## src/design/lcb_pkg.sv

```systemverilog
package lcb_pkg;

    localparam int TAG_W    = 32;
    localparam int HANDLE_W = 32;
    localparam int SIZE_W   = 32;
    localparam int BYTES_W  = 40;
    localparam int ENTRY_W  = 5;
    localparam int SERIAL_W = 64;
    localparam int STATUS_W = 3;

    localparam int CFG_IDX_W  = 1;
    localparam int CFG_DATA_W = 40;

    localparam logic [CFG_IDX_W-1:0] CFG_BYTE_BUDGET  = 1'b0;
    localparam logic [CFG_IDX_W-1:0] CFG_ENTRY_BUDGET = 1'b1;

    localparam logic [BYTES_W-1:0] BYTE_BUDGET_RST  = '1;
    localparam logic [ENTRY_W-1:0] ENTRY_BUDGET_RST = 5'd16;

    typedef enum logic [1:0] {
        OP_ADD    = 2'd0,
        OP_REMOVE = 2'd1,
        OP_LOOKUP = 2'd2,
        OP_PRUNE  = 2'd3
    } t_op;

    localparam logic [STATUS_W-1:0] ST_ADDED   = 3'd0;
    localparam logic [STATUS_W-1:0] ST_HIT     = 3'd1;
    localparam logic [STATUS_W-1:0] ST_MISS    = 3'd2;
    localparam logic [STATUS_W-1:0] ST_REMOVED = 3'd3;
    localparam logic [STATUS_W-1:0] ST_ABSENT  = 3'd4;
    localparam logic [STATUS_W-1:0] ST_FULL    = 3'd5;
    localparam logic [STATUS_W-1:0] ST_EVICTED = 3'd6;
    localparam logic [STATUS_W-1:0] ST_NONE    = 3'd7;

    typedef struct packed {
        t_op                 opcode;
        logic [TAG_W-1:0]    lookup_tag;
        logic [HANDLE_W-1:0] picture_handle;
        logic [SIZE_W-1:0]   picture_bytes;
        logic                bypass_flag;
    } t_in;

    typedef struct packed {
        logic [STATUS_W-1:0] status;
        logic [TAG_W-1:0]    tag_out;
        logic [HANDLE_W-1:0] handle_out;
        logic                bypass_out;
        logic [BYTES_W-1:0]  bytes_total;
        logic [ENTRY_W-1:0]  count_total;
        logic                last;
    } t_out;

    typedef struct packed {
        logic tag;
        logic handle;
        logic bytes;
        logic bypass;
        logic serial;
    } t_mem_we;

endpackage

```

## src/design/lcb_alu.sv

```systemverilog
module lcb_alu
    import lcb_pkg::*;
(
    input  logic [SERIAL_W-1:0] i_a,
    input  logic [SERIAL_W-1:0] i_b,
    input  logic                i_sub,
    output logic [SERIAL_W-1:0] o_sum,
    output logic                o_lt
);

    logic [SERIAL_W:0] w_full;
    logic [SERIAL_W-1:0] w_b;

    assign w_b    = i_sub ? ~i_b : i_b;
    assign w_full = {1'b0, i_a} + {1'b0, w_b} + (SERIAL_W+1)'(i_sub);
    assign o_sum  = w_full[SERIAL_W-1:0];
    // a < b unsigned when subtracting gives no carry out
    assign o_lt   = i_sub & ~w_full[SERIAL_W];

endmodule

```

## src/design/lcb_slot_mem.sv

```systemverilog
module lcb_slot_mem
    import lcb_pkg::*;
#(
    parameter int SLOTS = 16
)
(
    input  logic                        i_clk,
    input  t_mem_we                     i_we,
    input  logic [$clog2(SLOTS)-1:0]    i_waddr,
    input  logic [TAG_W-1:0]            i_wtag,
    input  logic [HANDLE_W-1:0]         i_whandle,
    input  logic [SIZE_W-1:0]           i_wbytes,
    input  logic                        i_wbypass,
    input  logic [SERIAL_W-1:0]         i_wserial,
    input  logic [$clog2(SLOTS)-1:0]    i_raddr,
    output logic [TAG_W-1:0]            o_rtag,
    output logic [HANDLE_W-1:0]         o_rhandle,
    output logic [SIZE_W-1:0]           o_rbytes,
    output logic                        o_rbypass,
    output logic [SERIAL_W-1:0]         o_rserial
);

    logic [TAG_W-1:0]    r_tag_mem    [SLOTS];
    logic [HANDLE_W-1:0] r_handle_mem [SLOTS];
    logic [SIZE_W-1:0]   r_bytes_mem  [SLOTS];
    logic                r_bypass_mem [SLOTS];
    logic [SERIAL_W-1:0] r_serial_mem [SLOTS];

    always_ff @(posedge i_clk) begin
        if (i_we.tag) begin
            r_tag_mem[i_waddr] <= i_wtag;
        end
        if (i_we.handle) begin
            r_handle_mem[i_waddr] <= i_whandle;
        end
        if (i_we.bytes) begin
            r_bytes_mem[i_waddr] <= i_wbytes;
        end
        if (i_we.bypass) begin
            r_bypass_mem[i_waddr] <= i_wbypass;
        end
        if (i_we.serial) begin
            r_serial_mem[i_waddr] <= i_wserial;
        end
    end

    always_ff @(posedge i_clk) begin
        o_rtag    <= r_tag_mem[i_raddr];
        o_rhandle <= r_handle_mem[i_raddr];
        o_rbytes  <= r_bytes_mem[i_raddr];
        o_rbypass <= r_bypass_mem[i_raddr];
        o_rserial <= r_serial_mem[i_raddr];
    end

endmodule

```

## src/design/lru_cache_byte_and_count_budget_unit.sv

```systemverilog
// Fully associative LRU table of SLOTS entries with a byte budget and an entry
// budget. A command transaction (add, remove, lookup) scans every slot through
// the single read port of the slot memory, one slot per cycle, then uses the
// shared 64-bit adder/comparator to update the byte total and the touch serial
// as the command needs. A prune rescans the table for the lowest serial on
// every eviction. Input stall is high whenever a transaction is in progress;
// one result register sits on the output, so a finished result may wait there
// while the next transaction runs.
module lru_cache_byte_and_count_budget_unit
    import lcb_pkg::*;
#(
    parameter int SLOTS = 16
)
(
    input  logic                  i_clk,
    input  logic                  i_rst_n,
    input  logic                  i_valid,
    output logic                  o_stall,
    input  t_in                   i_data,
    output logic                  o_valid,
    input  logic                  i_stall,
    output t_out                  o_data,
    input  logic                  i_cfg_we,
    input  logic [CFG_IDX_W-1:0]  i_cfg_idx,
    input  logic [CFG_DATA_W-1:0] i_cfg_data
);

    localparam int IW = $clog2(SLOTS);
    localparam int CW = $clog2(SLOTS + 1);
    localparam int KW = (CW > ENTRY_W) ? CW : ENTRY_W;
    localparam logic [IW:0] SCAN_END = (IW+1)'(SLOTS);

    typedef enum logic [2:0] {
        S_IDLE,
        S_SCAN,
        S_DECIDE,
        S_SUB,
        S_BADD,
        S_INC,
        S_EMIT,
        S_PCHK
    } t_state;

    t_state               r_state;
    t_in                  r_in;
    logic [SLOTS-1:0]     r_valid;
    logic [CW-1:0]        r_count;
    logic [BYTES_W-1:0]   r_sum;
    logic [SERIAL_W-1:0]  r_ctr;
    logic [BYTES_W-1:0]   r_byte_budget;
    logic [ENTRY_W-1:0]   r_entry_budget;
    logic [IW:0]          r_cnt;
    logic                 r_found;
    logic                 r_free_found;
    logic [IW-1:0]        r_free_idx;
    logic [IW-1:0]        r_sel_idx;
    logic [TAG_W-1:0]     r_sel_tag;
    logic [HANDLE_W-1:0]  r_sel_handle;
    logic [SIZE_W-1:0]    r_sel_bytes;
    logic                 r_sel_byp;
    logic [SERIAL_W-1:0]  r_sel_serial;
    logic                 r_pend;
    logic [STATUS_W-1:0]  r_status;
    t_out                 r_out;
    logic                 r_out_vld;

    logic [TAG_W-1:0]     rd_tag;
    logic [HANDLE_W-1:0]  rd_handle;
    logic [SIZE_W-1:0]    rd_bytes;
    logic                 rd_byp;
    logic [SERIAL_W-1:0]  rd_serial;

    logic [SERIAL_W-1:0]  alu_a;
    logic [SERIAL_W-1:0]  alu_b;
    logic                 alu_sub;
    logic [SERIAL_W-1:0]  alu_sum;
    logic                 alu_lt;

    t_mem_we              mem_we;
    logic [IW:0]          p_full;
    logic [IW-1:0]        p_idx;
    logic                 p_vld;
    logic                 out_free;
    logic                 out_load;
    logic                 count_gt;
    logic                 cont;
    logic [STATUS_W-1:0]  em_status;
    logic                 em_last;
    t_out                 em;

    lcb_alu u_alu (
        .i_a   (alu_a),
        .i_b   (alu_b),
        .i_sub (alu_sub),
        .o_sum (alu_sum),
        .o_lt  (alu_lt)
    );

    lcb_slot_mem #(
        .SLOTS (SLOTS)
    ) u_mem (
        .i_clk     (i_clk),
        .i_we      (mem_we),
        .i_waddr   (r_sel_idx),
        .i_wtag    (r_in.lookup_tag),
        .i_whandle (r_in.picture_handle),
        .i_wbytes  (r_in.picture_bytes),
        .i_wbypass (r_in.bypass_flag),
        .i_wserial (alu_sum),
        .i_raddr   (r_cnt[IW-1:0]),
        .o_rtag    (rd_tag),
        .o_rhandle (rd_handle),
        .o_rbytes  (rd_bytes),
        .o_rbypass (rd_byp),
        .o_rserial (rd_serial)
    );

    assign o_stall  = (r_state != S_IDLE);
    assign o_valid  = r_out_vld;
    assign o_data   = r_out;
    assign out_free = !r_out_vld || !i_stall;
    assign out_load = out_free && ((r_state == S_EMIT) ||
                                   (r_state == S_PCHK && (r_pend || !cont)));

    assign p_full   = r_cnt - (IW+1)'(1);
    assign p_idx    = p_full[IW-1:0];
    assign p_vld    = r_valid[p_idx];
    assign count_gt = KW'(r_count) > KW'(r_entry_budget);
    assign cont     = (alu_lt || count_gt) && (|r_valid);

    always_comb begin
        alu_a   = '0;
        alu_b   = '0;
        alu_sub = 1'b0;
        unique case (r_state)
            S_SCAN: begin
                alu_a   = rd_serial;
                alu_b   = r_sel_serial;
                alu_sub = 1'b1;
            end
            S_PCHK: begin
                alu_a   = SERIAL_W'(r_byte_budget);
                alu_b   = SERIAL_W'(r_sum);
                alu_sub = 1'b1;
            end
            S_SUB: begin
                alu_a   = SERIAL_W'(r_sum);
                alu_b   = SERIAL_W'(r_sel_bytes);
                alu_sub = 1'b1;
            end
            S_BADD: begin
                alu_a = SERIAL_W'(r_sum);
                alu_b = SERIAL_W'(r_in.picture_bytes);
            end
            S_INC: begin
                alu_a = r_ctr;
                alu_b = SERIAL_W'(1);
            end
            default: begin
                alu_a   = '0;
                alu_b   = '0;
                alu_sub = 1'b0;
            end
        endcase
    end

    always_comb begin
        mem_we = '0;
        if (r_state == S_INC) begin
            mem_we.serial = 1'b1;
            if (r_in.opcode == OP_ADD) begin
                mem_we.tag    = 1'b1;
                mem_we.handle = 1'b1;
                mem_we.bytes  = 1'b1;
                mem_we.bypass = 1'b1;
            end
        end
    end

    always_comb begin
        if (r_state == S_PCHK) begin
            em_status = r_pend ? ST_EVICTED : ST_NONE;
            em_last   = !(r_pend && cont);
        end else begin
            em_status = r_status;
            em_last   = 1'b1;
        end
        em.status      = em_status;
        em.tag_out     = (em_status == ST_HIT || em_status == ST_EVICTED) ? r_sel_tag : '0;
        em.handle_out  = (em_status == ST_HIT || em_status == ST_EVICTED) ? r_sel_handle : '0;
        em.bypass_out  = (em_status == ST_HIT) ? r_sel_byp : 1'b0;
        em.bytes_total = r_sum;
        em.count_total = ENTRY_W'(r_count);
        em.last        = em_last;
    end

    always_ff @(posedge i_clk) begin
        if (!i_rst_n) begin
            r_state        <= S_IDLE;
            r_valid        <= '0;
            r_count        <= '0;
            r_sum          <= '0;
            r_ctr          <= '0;
            r_byte_budget  <= BYTE_BUDGET_RST;
            r_entry_budget <= ENTRY_BUDGET_RST;
            r_out_vld      <= 1'b0;
            r_pend         <= 1'b0;
            r_found        <= 1'b0;
            r_free_found   <= 1'b0;
            r_cnt          <= '0;
        end else begin
            if (i_cfg_we) begin
                unique case (i_cfg_idx)
                    CFG_BYTE_BUDGET:  r_byte_budget  <= i_cfg_data[BYTES_W-1:0];
                    CFG_ENTRY_BUDGET: r_entry_budget <= i_cfg_data[ENTRY_W-1:0];
                endcase
            end

            if (out_load) begin
                r_out_vld <= 1'b1;
            end else if (r_out_vld && !i_stall) begin
                r_out_vld <= 1'b0;
            end

            unique case (r_state)
                S_IDLE: begin
                    if (i_valid) begin
                        r_in         <= i_data;
                        r_cnt        <= '0;
                        r_found      <= 1'b0;
                        r_free_found <= 1'b0;
                        r_pend       <= 1'b0;
                        r_state      <= (i_data.opcode == OP_PRUNE) ? S_PCHK : S_SCAN;
                    end
                end

                S_SCAN: begin
                    if (r_cnt != '0) begin
                        if (r_in.opcode == OP_PRUNE) begin
                            // lowest serial wins, ties to the lowest slot
                            if (p_vld && (!r_found || alu_lt)) begin
                                r_found      <= 1'b1;
                                r_sel_idx    <= p_idx;
                                r_sel_serial <= rd_serial;
                                r_sel_tag    <= rd_tag;
                                r_sel_handle <= rd_handle;
                                r_sel_bytes  <= rd_bytes;
                            end
                        end else begin
                            if (p_vld && !r_found && rd_tag == r_in.lookup_tag) begin
                                r_found      <= 1'b1;
                                r_sel_idx    <= p_idx;
                                r_sel_tag    <= rd_tag;
                                r_sel_handle <= rd_handle;
                                r_sel_bytes  <= rd_bytes;
                                r_sel_byp    <= rd_byp;
                            end
                            if (!p_vld && !r_free_found) begin
                                r_free_found <= 1'b1;
                                r_free_idx   <= p_idx;
                            end
                        end
                    end
                    if (r_cnt == SCAN_END) begin
                        r_state <= (r_in.opcode == OP_PRUNE) ? S_SUB : S_DECIDE;
                    end else begin
                        r_cnt <= r_cnt + (IW+1)'(1);
                    end
                end

                S_DECIDE: begin
                    unique case (r_in.opcode)
                        OP_ADD: begin
                            if (r_found) begin
                                r_state <= S_SUB;
                            end else if (r_free_found) begin
                                r_sel_idx           <= r_free_idx;
                                r_valid[r_free_idx] <= 1'b1;
                                r_count             <= r_count + CW'(1);
                                r_state             <= S_BADD;
                            end else begin
                                r_status <= ST_FULL;
                                r_state  <= S_EMIT;
                            end
                        end
                        OP_REMOVE: begin
                            if (r_found) begin
                                r_state <= S_SUB;
                            end else begin
                                r_status <= ST_ABSENT;
                                r_state  <= S_EMIT;
                            end
                        end
                        OP_LOOKUP: begin
                            if (r_found) begin
                                r_state <= S_INC;
                            end else begin
                                r_status <= ST_MISS;
                                r_state  <= S_EMIT;
                            end
                        end
                        OP_PRUNE: begin
                            r_state <= S_IDLE;
                        end
                    endcase
                end

                S_SUB: begin
                    r_sum <= alu_sum[BYTES_W-1:0];
                    unique case (r_in.opcode)
                        OP_ADD: begin
                            r_state <= S_BADD;
                        end
                        OP_REMOVE: begin
                            r_valid[r_sel_idx] <= 1'b0;
                            r_count            <= r_count - CW'(1);
                            r_status           <= ST_REMOVED;
                            r_state            <= S_EMIT;
                        end
                        OP_PRUNE: begin
                            r_valid[r_sel_idx] <= 1'b0;
                            r_count            <= r_count - CW'(1);
                            r_pend             <= 1'b1;
                            r_state            <= S_PCHK;
                        end
                        OP_LOOKUP: begin
                            r_state <= S_IDLE;
                        end
                    endcase
                end

                S_BADD: begin
                    r_sum   <= alu_sum[BYTES_W-1:0];
                    r_state <= S_INC;
                end

                S_INC: begin
                    r_ctr    <= alu_sum;
                    r_status <= (r_in.opcode == OP_ADD) ? ST_ADDED : ST_HIT;
                    r_state  <= S_EMIT;
                end

                S_EMIT: begin
                    if (out_free) begin
                        r_out   <= em;
                        r_state <= S_IDLE;
                    end
                end

                S_PCHK: begin
                    if (r_pend) begin
                        if (out_free) begin
                            r_out <= em;
                            if (cont) begin
                                r_cnt   <= '0;
                                r_found <= 1'b0;
                                r_state <= S_SCAN;
                            end else begin
                                r_state <= S_IDLE;
                            end
                        end
                    end else if (cont) begin
                        r_cnt   <= '0;
                        r_found <= 1'b0;
                        r_state <= S_SCAN;
                    end else if (out_free) begin
                        r_out   <= em;
                        r_state <= S_IDLE;
                    end
                end

                default: begin
                    r_state <= S_IDLE;
                end
            endcase
        end
    end

endmodule

```

## config.mk

```make
export PLATFORM = sky130hd
export DESIGN_NAME = lru_cache_byte_and_count_budget_unit
export DESIGN_NICKNAME = d
export VERILOG_FILES = /design/src/design/lcb_pkg.sv /design/src/design/lcb_alu.sv /design/src/design/lcb_slot_mem.sv /design/src/design/lru_cache_byte_and_count_budget_unit.sv
export SDC_FILE = /design/constraint.sdc
export NUM_CORES = 2
export LEC_CHECK = 0
export ABC_AREA = 0
export BUFFER_PORTS_ARGS = -buffer_cell sky130_fd_sc_hd__buf_2
export CAP_MARGIN = 20
export CORE_UTILIZATION = 56
export CTS_CLUSTER_SIZE = 8
export DETAILED_ROUTE_END_ITERATION = 8
export PLACE_DENSITY_LB_ADDON = 0.05
export SLEW_MARGIN = 15
export SYNTH_ARGS = -nofsm -noshare
export SYNTH_HDL_FRONTEND = slang
export SYNTH_SLANG_ARGS = --single-unit
```

## constraint.sdc

```tcl
create_clock -name i_clk -period 10 [get_ports i_clk]
set_input_delay 1.5 -clock i_clk [delete_from_list [all_inputs] [get_ports i_clk]]
set_output_delay 1.5 -clock i_clk [all_outputs]
set_load 0.02 [all_outputs]
```

Word-level counts from Yosys, hierarchy flattened
Memory sizes are Yosys's and may differ from the RTL's. A register that Yosys moved wholly into a read port is not among the register bits.
Index checks and enable logic that the tools add are counted.
{"block": "totals", "regBits": 567, "n_memories": 5, "elab_cells": 257, "output_inout_bits": 116, "ramBits": 2576, "in_bits": 145}
{"name": "u_mem.r_serial_mem", "depth": 16, "width": 64, "read_ports": 1, "rd_ports_with_merged_regs": 1, "write_ports": 1, "line": "lcb_slot_mem.sv:27", "rtl": "logic [SERIAL_W-1:0] r_serial_mem [SLOTS];"}
{"name": "u_mem.r_bytes_mem", "depth": 16, "width": 32, "read_ports": 1, "rd_ports_with_merged_regs": 1, "write_ports": 1, "line": "lcb_slot_mem.sv:25", "rtl": "logic [SIZE_W-1:0] r_bytes_mem [SLOTS];"}
{"name": "u_mem.r_handle_mem", "depth": 16, "width": 32, "read_ports": 1, "rd_ports_with_merged_regs": 1, "write_ports": 1, "line": "lcb_slot_mem.sv:24", "rtl": "logic [HANDLE_W-1:0] r_handle_mem [SLOTS];"}
{"name": "u_mem.r_tag_mem", "depth": 16, "width": 32, "read_ports": 1, "rd_ports_with_merged_regs": 1, "write_ports": 1, "line": "lcb_slot_mem.sv:23", "rtl": "logic [TAG_W-1:0] r_tag_mem [SLOTS];"}
{"name": "u_mem.r_bypass_mem", "depth": 16, "width": 1, "read_ports": 1, "rd_ports_with_merged_regs": 1, "write_ports": 1, "line": "lcb_slot_mem.sv:26", "rtl": "logic r_bypass_mem [SLOTS];"}
{"block": "op_classes", "magnitude_cmp": 6, "n_bitwise": 8, "n_eq_ne": 37, "mux": 106, "n_reduce_logical": 57, "add_sub_neg": 6}
{"op": "32-bit two-way mux", "n": 11}
{"op": "114-bit two-way mux", "n": 3}
{"op": "64-bit case mux with 5 select lines", "n": 1}
{"op": "64-bit case mux with 4 select lines", "n": 1}
{"op": "114-bit case mux with 2 select lines", "n": 1}
{"op": "64-bit by 64-bit adder with 65-bit output", "n": 1}
{"op": "65-bit by 1-bit adder with 65-bit output", "n": 1}
{"op": "16-bit two-way mux", "n": 4}
{"op": "64-bit two-way mux", "n": 1}
{"op": "64-bit inverter", "n": 1}
{"op": "5-bit two-way mux", "n": 10}
{"op": "3-bit two-way mux", "n": 15}
{"op": "1-bit two-way mux", "n": 34}
{"op": "32-bit == test", "n": 1}
{"op": "4-bit two-way mux", "n": 8}
{"op": "16-bit case mux with 2 select lines", "n": 1}
{"op": "5-bit AND reduction", "n": 6}
{"op": "2-bit inequality test, second input constant", "n": 13}
{"op": "3-bit inequality test, second input constant", "n": 8}
{"op": "3-bit case mux with 4 select lines", "n": 2}
{"op": "3-bit case mux with 8 select lines", "n": 1}
{"op": "3-bit case mux with 3 select lines", "n": 2}
{"op": "16-bit AND", "n": 1}
{"op": "16-bit inverter", "n": 1}
{"op": "other kinds (40)", "n": 92}

Logic depth before layout (Yosys ltp)
{"block": "depth", "ltp_word": 17, "mapped_depth": 21, "mapped_depth_nobuf": 17}

By module
Synthesis repeated with hierarchy kept, for this count alone.
{"block": "hier_totals", "cells_unflattened": 6817, "area_unflattened_um2": 127758.8}
{"mod": "lcb_slot_mem", "cells_per_inst": 4281, "seq_area_each_um2": 80577.3, "area_each_um2": 100393.8, "instances": 1}
{"mod": "lru_cache_byte_and_count_budget_unit", "cells_per_inst": 1935, "seq_area_each_um2": 15204.6, "area_each_um2": 23040.8, "instances": 1}
{"mod": "lcb_alu", "cells_per_inst": 601, "seq_area_each_um2": 0.0, "area_each_um2": 4324.1, "instances": 1}

Worst setup path before layout
No wires, ideal clock.
{"block": "synth_path", "kind": "register to register", "from": "register r_state[1]", "to": "register r_out, in the netlist o_data[0] (enable)", "stages_incl_launch_ff": 18, "t_arrival_ns": 8.778, "t_required_ns": 9.412, "setup_slack_ns": 0.634, "setup_time_ns": 0.588, "period_less_slack_ns": 9.366, "path_buffers": 5, "cell_sequence": "dfxtp_1 > buf_2 > clkbuf_1 > clkbuf_1 > clkbuf_1 > mux2i_1 > a22o_1 > ha_1 > buf_2 > nand4_1 > or3_1 > a211o_1 > a2111oi_4 > o31ai_1 > nand3_1 > a21oi_1 > a21o_1 > nor2_1"}
{"block": "synth_via", "elab_chain_len": 12, "elab_cells_between_ends": 22, "cone_classes": "add/sub: 2; eq/ne: 7; mux: 4; bitwise: 3; reduce/logical: 6"}
{"element": "start: declaration", "line": "lru_cache_byte_and_count_budget_unit.sv:44", "rtl": "t_state r_state;"}
{"element": "start signal: assignment", "line": "lru_cache_byte_and_count_budget_unit.sv:233", "rtl": "r_state <= (i_data.opcode == OP_PRUNE) ? S_PCHK : S_SCAN;"}
{"element": "start signal: assignment", "line": "lru_cache_byte_and_count_budget_unit.sv:265", "rtl": "r_state <= (r_in.opcode == OP_PRUNE) ? S_SUB : S_DECIDE;"}
{"element": "3-bit == test (tied with other cells)", "line": "lru_cache_byte_and_count_budget_unit.sv:135", "rtl": "unique case (r_state)"}
{"element": "64-bit case mux with 5 select lines or 3-bit OR reduction (tied branches)"}
{"element": "64-bit inverter or 1-bit two-way mux (tied branches)", "line": "lcb_alu.sv:14, lru_cache_byte_and_count_budget_unit.sv:135"}
{"element": "64-bit two-way mux", "line": "lcb_alu.sv:14", "rtl": "assign w_b = i_sub ? ~i_b : i_b;"}
{"element": "64-bit by 64-bit adder with 65-bit output", "line": "lcb_alu.sv:15", "rtl": "assign w_full = {1'b0, i_a} + {1'b0, w_b} + (SERIAL_W+1)'(i_sub);"}
{"element": "65-bit by 1-bit adder with 65-bit output", "line": "lcb_alu.sv:15"}
{"element": "1-bit inverter", "line": "lcb_alu.sv:18", "rtl": "assign o_lt = i_sub & ~w_full[SERIAL_W];"}
{"element": "1-bit AND", "line": "lcb_alu.sv:18"}
{"element": "1-bit logical OR", "line": "lru_cache_byte_and_count_budget_unit.sv:129", "rtl": "assign cont = (alu_lt || count_gt) && (|r_valid);"}
{"element": "1-bit logical AND", "line": "lru_cache_byte_and_count_budget_unit.sv:129"}
{"element": "3-bit inequality test (no line)"}
{"element": "3-bit AND reduction (no line) (*)"}
{"element": "end signal: assignment", "line": "lru_cache_byte_and_count_budget_unit.sv:345", "rtl": "r_out <= em;"}
{"element": "end signal: assignment", "line": "lru_cache_byte_and_count_budget_unit.sv:353", "rtl": "r_out <= em;"}
{"element": "end signal: assignment", "line": "lru_cache_byte_and_count_budget_unit.sv:367", "rtl": "r_out <= em;"}
{"element": "end: declaration", "line": "lru_cache_byte_and_count_budget_unit.sv:64", "rtl": "t_out r_out;"}
Every way passes the cells marked *; elsewhere a longest branch is shown, timed or not.
A chain may end at the register's enable or synchronous reset.

Worst setup path in the final report
{"block": "layout_path", "from": "register r_state[0]", "to": "memory u_mem.r_serial_mem[14][61] (data pin)"}
{"block": "layout_via", "elab_chain_len": 6, "elab_cells_between_ends": 14, "cone_classes": "add/sub: 2; eq/ne: 5; mux: 4; bitwise: 1; reduce/logical: 2"}
{"element": "3-bit == test (tied with other cells)", "line": "lru_cache_byte_and_count_budget_unit.sv:135"}
{"element": "64-bit case mux with 5 select lines or 3-bit OR reduction (tied branches)"}
{"element": "64-bit inverter or 1-bit two-way mux (tied branches)", "line": "lcb_alu.sv:14, lru_cache_byte_and_count_budget_unit.sv:135"}
{"element": "64-bit two-way mux", "line": "lcb_alu.sv:14"}
{"element": "64-bit by 64-bit adder with 65-bit output", "line": "lcb_alu.sv:15"}
{"element": "65-bit by 1-bit adder with 65-bit output (*)", "line": "lcb_alu.sv:15"}
{"element": "net alu_sum[61]", "line": "lru_cache_byte_and_count_budget_unit.sv:76", "rtl": "logic [SERIAL_W-1:0] alu_sum;"}
{"element": "end: declaration", "line": "lcb_slot_mem.sv:27"}
The timed path passes the listed nets; every way through them passes the cells marked *.

==> results.yml <==
synthesis:
  yosys.area.top_type_share: 0.699
  synth_compound_area_frac: 0.0333
  synth_top_family_by_area: "multiplexers"
  synth_mux_area_frac: 0.153
  synth_flop_cell: "edfxtp_1"
  yosysMostFrequentCell: "edfxtp_1"
  yosys.area_share.xor_xnor: 0.00729
  synth_seq_cells: 3304
  synth_nets: 6595
  postSynthAreaPerCell_um2: 20.0
  async_flop_share: 0
  ys_types: 90
  synth_enable_flop_cells: 2961
  syn_inst: 6369
  synth_top_area_cell: "edfxtp_1"
  synth-simple-area-share: 0.0330
  synth_area_mm2: 0.127
  netlist_top_cells_count: "2961 x edfxtp_1, 809 x mux4_2, 426 x nand2_1"
  ys.warnings.count: 0
  synth_adder_area_share: 0.00809
  seq_area_frac_synth: 0.753
  synthTopCellsByArea: "edfxtp_1 70%, mux4_2 14%, dfxtp_1 5.4%, nand2_1 1.3%, mux2i_1 0.91%"
clock_network:
  clockBufferDepth: 4
  cts_resized: 0
  insertion_delay_ns: 0.99
  cts_tree: "built"
  cts_setup_buffers: 0
  cts-htree-levels: 5
  path_clk_slew_ns: 0.05
  clockRootBuffer: "clkbuf_16"
  cts_num_sinks: 3304
  cts_buffers: 464
  hold_buffers: 0
floorplanning:
  fp.dieW_um: 478
  boundaryPins: 261
  die-area_mm2: 0.229
  fp.coreArea_mm2: 0.225
  initial_core_util: 0.564
  die_h_um: 478
  rows: 174
sta:
  layout_min_cycle_time_ns: 6.32
  fin_setup_tns_ns: 0
  fin_crit_sh: 0.632
  setup_viol: 0
  drv_slew: 0
  finalHoldViolCount: 0
  finalClockSkew_ns: 0.0935
  fmax_ghz: 0.158
  slew_headroom: 0.263
  rsz0062_at_grt: "false"
  tightestPinTransition_ns: 1.10
worst_setup_path:
  critPathRequiredTime_ns: 10.62
  critPathSlowestCell: "xor2_1"
  arrival_ns: 6.94
  endpoint_kind: "flop"
  worstSetupEndpoint: "u_mem.r_serial_mem[14][61]"
  startpoint_type: "flop"
  critPathMaxStageDelay_ns: 0.83
  r2r_start: "r_state[0]"
  r2r_setup_slack_ns: 3.68
  reg2reg_depth: 17
  crit_top_cell: "buf_4"
  r2r-end: "u_mem.r_serial_mem[14][61]"
  crit_type: "flop to flop"
  path_max_fanout: 45
  path_cells: "buf_4, clkinv_1, buf_4, nor2_2, buf_4, a22o_1, ha_1, a21oi_1, o21ai_0, a221oi_1, o31ai_1, a41oi_1, a31oi_1, a21bo_2, nor2_1, o21bai_1, xor2_1"
  startpoint: "r_state[0]"
global_route:
  grt_pass1_wl_um: 474000
  grt_overflow: 0
  grt_pass1_vias: 65800
  grt_max_degree: 131
  grtUsageTotal: 0.291
  antenna_found_initial: 14
hold_path:
  hp-class: "flop to flop"
final_layout:
  final_util: 0.647
  nets: 7114
  fin_cells: 10200
  drive_above_1_share: 0.252
  fillCellCount: 15200
  syn2layout_area_growth_pct: 14.7
routing:
  drtAntennaViolNets: 0
  drt_iter0_markers: 6926
  firstDrtPassIters: 9
  drt_wl_total_um: 330000
  wl_per_cell_um: 32.3
  num_vias: 64900
  viasPerCell: 6.35
  drt_drc_violations_left: 36
place:
  numPortBuffers: 260
  dp_hpwl_um: 178000
  place_inst: 9408
  gp_congestion: 0.937
pwr:
  max-vdd-ir-drop_mv: 0.211
  p_leak_nw: 46.5
  total_power_mw: 38.9
  powerDensity_mw_per_mm2: 267
outcome:
  violations: "DRC"
  status: "finished, violations left"
job:
  cap_violations: 0
==> metrics by stage <==
stage	area (µm²)	hold slack, ns	setup WS, ns
global route	146000	0.397	3.36
CTS	146000	0.382	3.44
floorplan	127000	0.386	0.634
detailed placement	133000	0.389	3.46
global placement	133000	0.387	3.54
finish	146000	0.383	3.68
==> registers in the layout, indices dropped and copies added (netlist names), 40 cells and up <==
name and cells:
o_data 114, r_byte_budget 40, r_ctr 64, r_in 99
r_sel_serial 64, r_sum 40, u_mem.o_rserial 64, u_mem.r_bytes_mem 512
u_mem.r_handle_mem 512, u_mem.r_serial_mem 1024, u_mem.r_tag_mem 512
==> area by class of cell <==
cell class	instances	area (µm²)	share of cell area
inverter	52	195	0.00134
clock inverter	14	180	0.00124
timing repair buffer	402	2640	0.0181
antenna	6	15.0	0.000103
sequential	3304	95800	0.657
tap	2992	3740	0.0257
multi-input combinational	2664	30400	0.208
clock buffer	779	12900	0.0883
==> cells in the final DEF, fill, tap and decap left out, types with 10 or more instances in the layout <==
| cell | instances |
|---|---|
| a21boi_0 | 85 |
| a21o_1 | 36 |
| a21oi_1 | 95 |
| a22o_1 | 58 |
| a31oi_1 | 15 |
| buf_12 | 21 |
| buf_2 | 260 |
| buf_4 | 116 |
| clkbuf_1 | 310 |
| clkbuf_16 | 467 |
| dfxtp_1 | 337 |
| edfxtp_1 | 2961 |
| ha_1 | 79 |
| inv_1 | 51 |
| mux2i_1 | 115 |
| mux4_2 | 809 |
| nand2_1 | 425 |
| nand2b_1 | 20 |
| nand3_1 | 116 |
| nand4_1 | 30 |
| nor2_1 | 83 |
| nor2_4 | 38 |
| nor2b_1 | 77 |
| nor3_1 | 26 |
| nor3b_1 | 15 |
| nor4_1 | 20 |
| o21a_1 | 16 |
| o21ai_0 | 211 |
| o21bai_1 | 13 |
| or2_2 | 10 |
| xnor2_1 | 28 |
| xnor2_2 | 17 |
| xor2_1 | 51 |
==> worst max-delay path, delay by kind of cell, from the launching register on <==
kind | cells | cell delay, ns
compound gates | 9 | 2.47
flops | 1 | 0.65
buf+inv | 4 | 1.20
fa+ha+maj | 1 | 0.29
xor+xnor | 1 | 0.83
simple gates | 2 | 0.55
==> where the power goes <==
part	switching (mW)	internal, mW	leakage [nW]	total [mW]
Clock	5.47	8.60	6.22	14.1
Sequential	0.685	17.0	29.6	17.7
Combinational	4.49	2.61	10.7	7.10
Total	10.6	28.2	46.5	38.9
==> how the worst min path moves through the flow <==
stage / startpoint / endpoint / slack, ns / cells after the start
finish: u_mem.o_rhandle[4] / r_sel_handle[4] / 0.38 / 0
detailed placement: u_mem.o_rbytes[3] / r_sel_bytes[3] / 0.39 / 0
global placement: u_mem.o_rhandle[17] / r_sel_handle[17] / 0.39 / 0
CTS: u_mem.o_rhandle[4] / r_sel_handle[4] / 0.38 / 0
global route: u_mem.o_rhandle[4] / r_sel_handle[4] / 0.40 / 0
floorplan: u_mem.o_rbypass / r_sel_byp / 0.39 / 0
==> cells by family after synthesis <==
family,after synthesis
flops,3304
mux,932
simple gates,910
compound gates,636
buf+inv,401
xor+xnor,105
fa+ha+maj,81
==> layer usage <==
metal,GRT usage,vias to the layer above,part of all wire
met2,0.472,2626,0.49
met4,0.0872,12,0.029
li1,-,27000,-
met5,0,-,0.00027
met3,0.0430,562,0.065
met1,0.415,34700,0.41
(Power assumes the default switching activity.)
